==> config.mk <==
export PLATFORM = sky130hd
export DESIGN_NAME = utgr_ctrl
export DESIGN_NICKNAME = d
export VERILOG_FILES = /design/src/rtl/utf8_text_glyph_renderer_macros.svh /design/src/rtl/utgr_pkg.sv /design/src/rtl/utgr_ctrl.sv
export SDC_FILE = /design/constraint.sdc
export NUM_CORES = 1
export LEC_CHECK = 0
export BUFFER_PORTS_ARGS = -buffer_cell sky130_fd_sc_hd__buf_2
export CAP_MARGIN = 20
export CORE_AREA = 2 2 39 41
export DETAILED_ROUTE_END_ITERATION = 8
export DIE_AREA = 0 0 41 43
export PLACE_DENSITY_LB_ADDON = 0.1
export RECOVER_POWER = 50
export SLEW_MARGIN = 30
export SYNTH_ARGS = -nofsm -noshare
export SYNTH_HDL_FRONTEND = slang
export SYNTH_SLANG_ARGS = --single-unit
==> constraint.sdc <==
create_clock -name clk_i -period 1.3 [get_ports clk_i]
set_clock_uncertainty 0.1 [all_clocks]
set_input_delay 0.26 -clock clk_i [delete_from_list [all_inputs] [get_ports clk_i]]
set_output_delay 0.26 -clock clk_i [all_outputs]
set_load 0.05 [all_outputs]
==> src/rtl/utf8_text_glyph_renderer_macros.svh <==
// assertion macros for the utf8 text glyph renderer
`ifndef UTF8_TEXT_GLYPH_RENDERER_MACROS_SVH
`define UTF8_TEXT_GLYPH_RENDERER_MACROS_SVH

// checked on every clock edge outside reset
`define UTGR_ASSERT(lbl, prop, msg) \
  lbl: assert property (@(posedge clk_i) disable iff (!rst_ni) prop) else $error(msg);

// checked on every clock edge, reset included
`define UTGR_ASSERT_ALWAYS(lbl, prop, msg) \
  lbl: assert property (@(posedge clk_i) prop) else $error(msg);

`endif

==> src/rtl/utgr_pkg.sv <==
// shared types, constants, font rom and codepoint mapping of the glyph renderer
package utgr_pkg;

  localparam int ScreenColumnsDefault = 80;
  localparam int ScreenRowsDefault    = 25;

  localparam int AddrW     = 11;
  localparam int PenW      = 16;
  localparam int CodeW     = 16;
  localparam int GlyphW    = 7;
  localparam int GlyphCols = 5;
  localparam int GlyphRows = 7;
  localparam int PixelCnt  = GlyphCols * GlyphRows;
  localparam int PixIdxW   = $clog2(PixelCnt);

  localparam logic [7:0]        BlockCode      = 8'hDB;
  localparam logic [PenW-1:0]   PenStep        = 16'd6;
  localparam logic [PenW-1:0]   PenMax         = 16'h7FFF;
  localparam logic [GlyphW-1:0] SpaceGlyph     = 7'd26;
  localparam logic [GlyphW-1:0] CyrBase        = 7'd45;
  localparam logic [CodeW-1:0]  CyrUpperFirst  = 16'h0410;
  localparam logic [CodeW-1:0]  CyrLowerFirst  = 16'h0430;
  localparam logic [CodeW-1:0]  CyrLowerLast   = 16'h044F;
  localparam logic [CodeW-1:0]  SpaceCode      = 16'h0020;

  localparam logic [7:0] StartColumnReset = 8'd0;
  localparam logic [5:0] TextRowReset     = 6'd0;
  localparam logic [7:0] ColourReset      = 8'd10;

  // configuration register indexes
  typedef enum logic [1:0] {
    CFG_START_COLUMN     = 2'd0,
    CFG_TEXT_ROW         = 2'd1,
    CFG_COLOUR_ATTRIBUTE = 2'd2
  } cfg_index_e;

  // controller states
  typedef enum logic [1:0] {
    ST_IDLE = 2'd0,
    ST_PREP = 2'd1,
    ST_SCAN = 2'd2
  } state_e;

  // controller to datapath
  typedef struct packed {
    logic take;
    logic prep;
    logic step;
    logic emit;
  } cmd_t;

  // datapath to controller
  typedef struct packed {
    logic draw;
    logic prep_empty;
    logic cur_set;
    logic out_free;
    logic last;
  } status_t;

  // font rom, columns left to right from the high byte down, bit 0 is the top row
  function automatic logic [GlyphCols*8-1:0] glyph_bits(input logic [GlyphW-1:0] g);
    logic [GlyphCols*8-1:0] v;
    begin
      unique case (g)
        7'd0:  v = 40'h7E1111117E;
        7'd1:  v = 40'h7F49494936;
        7'd2:  v = 40'h3E41414122;
        7'd3:  v = 40'h7F4141221C;
        7'd4:  v = 40'h7F49494941;
        7'd5:  v = 40'h7F09090901;
        7'd6:  v = 40'h3E4149497A;
        7'd7:  v = 40'h7F0808087F;
        7'd8:  v = 40'h00417F4100;
        7'd9:  v = 40'h2040413F01;
        7'd10: v = 40'h7F08142241;
        7'd11: v = 40'h7F40404040;
        7'd12: v = 40'h7F0204027F;
        7'd13: v = 40'h7F0408107F;
        7'd14: v = 40'h3E4141413E;
        7'd15: v = 40'h7F09090906;
        7'd16: v = 40'h3E4151215E;
        7'd17: v = 40'h7F09192946;
        7'd18: v = 40'h4649494931;
        7'd19: v = 40'h01017F0101;
        7'd20: v = 40'h3F4040403F;
        7'd21: v = 40'h1F2040201F;
        7'd22: v = 40'h7F2010207F;
        7'd23: v = 40'h6314081463;
        7'd24: v = 40'h0708700807;
        7'd25: v = 40'h6151494543;
        7'd26: v = 40'h0000000000;
        7'd27: v = 40'h3E4549513E;
        7'd28: v = 40'h00427F4000;
        7'd29: v = 40'h2143454931;
        7'd30: v = 40'h4241516946;
        7'd31: v = 40'h1814127F10;
        7'd32: v = 40'h4F49494931;
        7'd33: v = 40'h3E49494930;
        7'd34: v = 40'h0171090503;
        7'd35: v = 40'h3649494936;
        7'd36: v = 40'h064949291E;
        7'd37: v = 40'h0024002400;
        7'd38: v = 40'h00007E0000;
        7'd39: v = 40'h00005F0000;
        7'd40: v = 40'h242A7F2A12;
        7'd41: v = 40'h147F147F14;
        7'd42: v = 40'h0000606000;
        7'd43: v = 40'h0080606000;
        7'd44: v = 40'h0201590906;
        7'd45: v = 40'h7E1111117E;
        7'd46: v = 40'h3E49494930;
        7'd47: v = 40'h7F49494936;
        7'd48: v = 40'h7F01010101;
        7'd49: v = 40'h7E111111FF;
        7'd50: v = 40'h7F49494941;
        7'd51: v = 40'h49361C3649;
        7'd52: v = 40'h2241494936;
        7'd53: v = 40'h7F0204087F;
        7'd54: v = 40'h5E0102047E;
        7'd55: v = 40'h7F08142241;
        7'd56: v = 40'h7E1111117E;
        7'd57: v = 40'h7F0204027F;
        7'd58: v = 40'h7F0808087F;
        7'd59: v = 40'h3E4141413E;
        7'd60: v = 40'h7E4141417E;
        7'd61: v = 40'h7F09090906;
        7'd62: v = 40'h3E41414122;
        7'd63: v = 40'h01017F0101;
        7'd64: v = 40'h0608700806;
        7'd65: v = 40'h1C3E7F3E1C;
        7'd66: v = 40'h6314081463;
        7'd67: v = 40'h3E414141FE;
        7'd68: v = 40'h3E4141413C;
        7'd69: v = 40'h7F4040407F;
        7'd70: v = 40'h7F404040FF;
        7'd71: v = 40'h7F49494941;
        7'd72: v = 40'h7F404A4936;
        7'd73: v = 40'h7F40404020;
        7'd74: v = 40'h224949493E;
        7'd75: v = 40'h7E097E497E;
        7'd76: v = 40'h7E1131117E;
        default: v = '0;
      endcase
      return v;
    end
  endfunction

  // codepoint to font index, lowercase folds to uppercase, unknown is a space
  function automatic logic [GlyphW-1:0] glyph_of(input logic [CodeW-1:0] cp);
    logic [GlyphW-1:0] g;
    begin
      g = SpaceGlyph;
      priority if (cp >= 16'h0041 && cp <= 16'h005A) begin
        g = GlyphW'(cp - 16'h0041);
      end else if (cp >= 16'h0061 && cp <= 16'h007A) begin
        g = GlyphW'(cp - 16'h0061);
      end else if (cp >= 16'h0030 && cp <= 16'h0039) begin
        g = GlyphW'(cp - 16'h0030) + 7'd27;
      end else if (cp == 16'h003A) begin
        g = 7'd37;
      end else if (cp == 16'h007C) begin
        g = 7'd38;
      end else if (cp == 16'h0021) begin
        g = 7'd39;
      end else if (cp == 16'h0024) begin
        g = 7'd40;
      end else if (cp == 16'h0023) begin
        g = 7'd41;
      end else if (cp == 16'h002E) begin
        g = 7'd42;
      end else if (cp == 16'h002C) begin
        g = 7'd43;
      end else if (cp == 16'h003F) begin
        g = 7'd44;
      end else if (cp >= CyrUpperFirst && cp < CyrLowerFirst) begin
        g = CyrBase + GlyphW'(cp - CyrUpperFirst);
      end else if (cp >= CyrLowerFirst && cp <= CyrLowerLast) begin
        g = CyrBase + GlyphW'(cp - CyrLowerFirst);
      end else begin
        g = SpaceGlyph;
      end
      return g;
    end
  endfunction

endpackage

==> src/rtl/utgr_ctrl.sv <==
// controller state machine: take a byte, prepare the glyph mask, scan the pixels
module utgr_ctrl (
  input  logic              clk_i,
  input  logic              rst_ni,
  input  logic              in_valid_i,
  output logic              in_stall_o,
  input  utgr_pkg::status_t status_i,
  output utgr_pkg::cmd_t    cmd_o
);

  utgr_pkg::state_e state_q, state_d;

  // state register
  always_ff @(posedge clk_i or negedge rst_ni) begin
    if (!rst_ni) begin
      state_q <= utgr_pkg::ST_IDLE;
    end else begin
      state_q <= state_d;
    end
  end

  // next state and commands
  always_comb begin
    state_d    = state_q;
    cmd_o      = '0;
    in_stall_o = 1'b1;
    unique case (state_q)
      utgr_pkg::ST_IDLE: begin
        in_stall_o = 1'b0;
        if (in_valid_i) begin
          cmd_o.take = 1'b1;
          if (status_i.draw) begin
            state_d = utgr_pkg::ST_PREP;
          end
        end
      end
      utgr_pkg::ST_PREP: begin
        cmd_o.prep = 1'b1;
        state_d    = status_i.prep_empty ? utgr_pkg::ST_IDLE : utgr_pkg::ST_SCAN;
      end
      utgr_pkg::ST_SCAN: begin
        // unlit or clipped pixels are skipped, lit ones wait for the output register
        if (!status_i.cur_set) begin
          cmd_o.step = 1'b1;
        end else if (status_i.out_free) begin
          cmd_o.step = 1'b1;
          cmd_o.emit = 1'b1;
          if (status_i.last) begin
            state_d = utgr_pkg::ST_IDLE;
          end
        end
      end
      default: begin
        state_d = utgr_pkg::ST_IDLE;
      end
    endcase
  end

endmodule

==> key figures <==
Final layout
  – Final instance area: 323 µm²
  – Nets: 43
  – Area growth, synth to finish: 158%
  – Share of cells above drive strength 1: 0.758
  – Number of flip-flops in the largest register: 2
  – Fillers: 167
  – Finished Layout Cells: 49
  – Regs by FF count: state_q (2)
  – Biggest register: state_q
  – Area taken by multi-input logic gates: 90.1 µm²
  – # diodes: 0
  – Register Area: 52.6 µm²

Synthesis
  – Syn Area/Cell: 8.94 µm²
  – Largest cells by area after synthesis: dfrtp_1, nor3b_2, and2b_2
  – Cell count after synthesis: 14
  – Area leader, netlist: dfrtp_1
  – Synthesized flop and latch total: 2
  – Mapped Nets: 22
  – YS warnings: 0
  – Synthesized area: 125 µm²
  – Seq/Total Area, Yosys: 0.400
  – Count of cell types in the netlist: 12
  – Yosys top cell area share: 0.400

Floorplanning
  – Die area: 1760 µm²
  – DIE HEIGHT: 43 µm
  – Number of top-level pins: 13
  – Core ar.: 1380 µm²
  – Initial Util: 0.0904
  – # rows: 14
  – Die X: 41 µm

Drt
  – Via/cell ratio: 3.41
  – WL per Instance: 8.14 µm
  – Wirelength, routed: 399 µm
  – TritonRoute pass-1 iters: 2
  – Initial DRC count: 1
  – Post-route antenna net violation count: 0
  – Drt drc: 0
  – Routed vias: 167

Worst setup path
  – Critical path capture point type: primary output
  – Critical path required time: 0.94 ns
  – Worst reg-to-reg setup slack: 0.20 ns
  – WP data arrival: 1.10 ns
  – Crit path launch type: flop
  – Critical-path cell list: nand2b_4 -> a21oi_2 -> buf_6
  – Critical path class: reg2out
  – R2r startpoint: state_q[0]
  – Worst path slowest cell: dfrtp_2
  – Worst stage delay on the critical path: 0.42 ns
  – R2R cell count: 3
  – Crit-path max FO: 4
  – RR Endpoint: state_q[1]

Placement
  – Setup WS pre-CTS: -0.0696 ns
  – Placed Cells: 42
  – PortBufs: 12
  – Detail Placement HPWL: 288 µm
  – Final Wtd Congestion: 0.603
  – Placed Area: 218 µm²

Timing
  – Final worst slack: -0.163 ns
  – RSZ-0062 raised after global routing: yes
  – Max-slew headroom: 0.883
  – Worst Tran Pin Value: 0.175 ns
  – Final setup fails: 5
  – Fin. Hold Viols: 0
  – Period utilization: 1.13
  – Min Tclk post-route: 1.46 ns
  – F_max: 0.683 GHz
  – Slew Limit Fails: 0

Outcome
  – Outcome: finished, violations left
  – Failing checks: negative setup slack

Power
  – Total power: 516 µW
  – Pleak: 0.160 nW
  – P per Cell Area: 1600 nW/µm²
  – VDD IR max: 0.376 mV

Run
  – MaxCap Viol Count: 0

CTS
  – Worst-skew pair later-pin latency: 0.22 ns
  – Worst-path clk slew: 0.03 ns
  – CTS tree: done
  – CTS Sinks: 2
  – Root Buffer: clkbuf_4
  – H-tree levels: 1
  – CTS Buffer Depth: 2
  – Inserted Clock Buffers: 3

Global route
  – Gr usage total: 0.0631
  – Initial antenna violation count: 0
  – Vias in the first global route: 173
  – Total congestion overflow: 0
  – Global-route wire length before repair: 648 µm
  – Largest net degree at the start of global routing: 5

Hold path
  – Hold/Removal Path Class: in2reg
  – Hold EP: state_q[0]
  – Hold Crit Depth: 2
  – Hold Startpoint: status_i[4]
[cell families after synthesis]
family / count (synthesis) / synth area share
buf+inv: 2 / 0.0600
simple gates: 8 / 0.430
compound gates: 2 / 0.110
flops: 2 / 0.400
[how the worst max path moves through the flow]
stage | slack [ns] | cells after the start | from | endpoint
6_report | -0.16 | 3 | state_q[0] | cmd_o[1]
2_1_floorplan | -0.12 | 2 | state_q[0] | cmd_o[1]
3_5_place_dp | -0.07 | 3 | state_q[0] | cmd_o[1]
3_3_place_gp | -0.06 | 3 | state_q[0] | cmd_o[1]
5_1_grt | -0.21 | 4 | state_q[1] | cmd_o[1]
4_1_cts | -0.18 | 2 | state_q[1] | in_stall_o
[per-layer routing]
metal | part of all wire | wire length (µm) | global-route usage
met4 | 0 | 0 | 0.0800
met3 | 0.023 | 9 | 0.0471
met2 | 0.64 | 256 | 0.0813
met1 | 0.33 | 133 | 0.0511
met5 | 0 | 0 | 0
[timing repair]
item,4_1_cts,5_1_grt
pin swaps,1,1
hold buffers,1,0
endpoints found under the hold margin,2,0
setup buffers,2,1
gates resized for setup,13,3
setup endpoints to repair,5,5
[metrics by stage]
stage          setup TNS [ns]   util  hold WS, ns
2_1_floorplan          -0.219      -       -0.136
3_3_place_gp           -0.121  0.157      -0.0545
3_5_place_dp           -0.129  0.157      -0.0544
4_1_cts                -0.772  0.223        0.137
5_1_grt                -0.904  0.233        0.157
6_report               -0.641  0.233        0.146
[cells in the final DEF, fill, tap and decap left out]
master | Yosys | routed
and2b_2 | 1 | 1
clkbuf_1 | 0 | 1
dfrtp_2 | 0 | 2
nor3b_4 | 0 | 1
and2_1 | 1 | 1
buf_6 | 0 | 3
or2_4 | 0 | 1
inv_1 | 2 | 2
nand2b_4 | 0 | 1
o2bb2ai_1 | 1 | 1
buf_2 | 0 | 6
nand2_1 | 1 | 1
buf_4 | 0 | 3
and3_1 | 1 | 1
dlygate4sd3_1 | 0 | 1
buf_8 | 0 | 2
nor2_2 | 0 | 1
a21oi_2 | 0 | 1
clkbuf_4 | 0 | 3
[synth_stat cells (all sizes together)]
master / n
inv: 2
dfrtp: 2
nor2: 1
nor3b: 1
a21oi: 1
nand2: 1
o2bb2ai: 1
and2b: 1
nand2b: 1
or2: 1
and2: 1
and3: 1
[critical path: cells and delay by family, from the launching register on]
| kind | cells | cell delay [ns] |
|---|---|---|
| buf+inv | 1 | 0.17 |
| simple gates | 1 | 0.16 |
| compound gates | 1 | 0.12 |
| flops | 1 | 0.42 |
[where the power goes]
group          internal (mW)  total [mW]  switching (mW)
registers             0.0763      0.0928          0.0165
clock network          0.102       0.138          0.0357
logic                  0.135       0.286           0.150
[area by class of cell]
| type | count | area share |
|---|---|---|
| Tap cell | 16 | 0.0620 |
| Multi-Input combinational cell | 10 | 0.279 |
| Sequential cell | 2 | 0.163 |
| Timing Repair Buffer | 16 | 0.403 |
| Clock buffer | 3 | 0.0698 |
| Inverter | 2 | 0.0233 |
No activity file was read; power rests on OpenSTA's default activity.
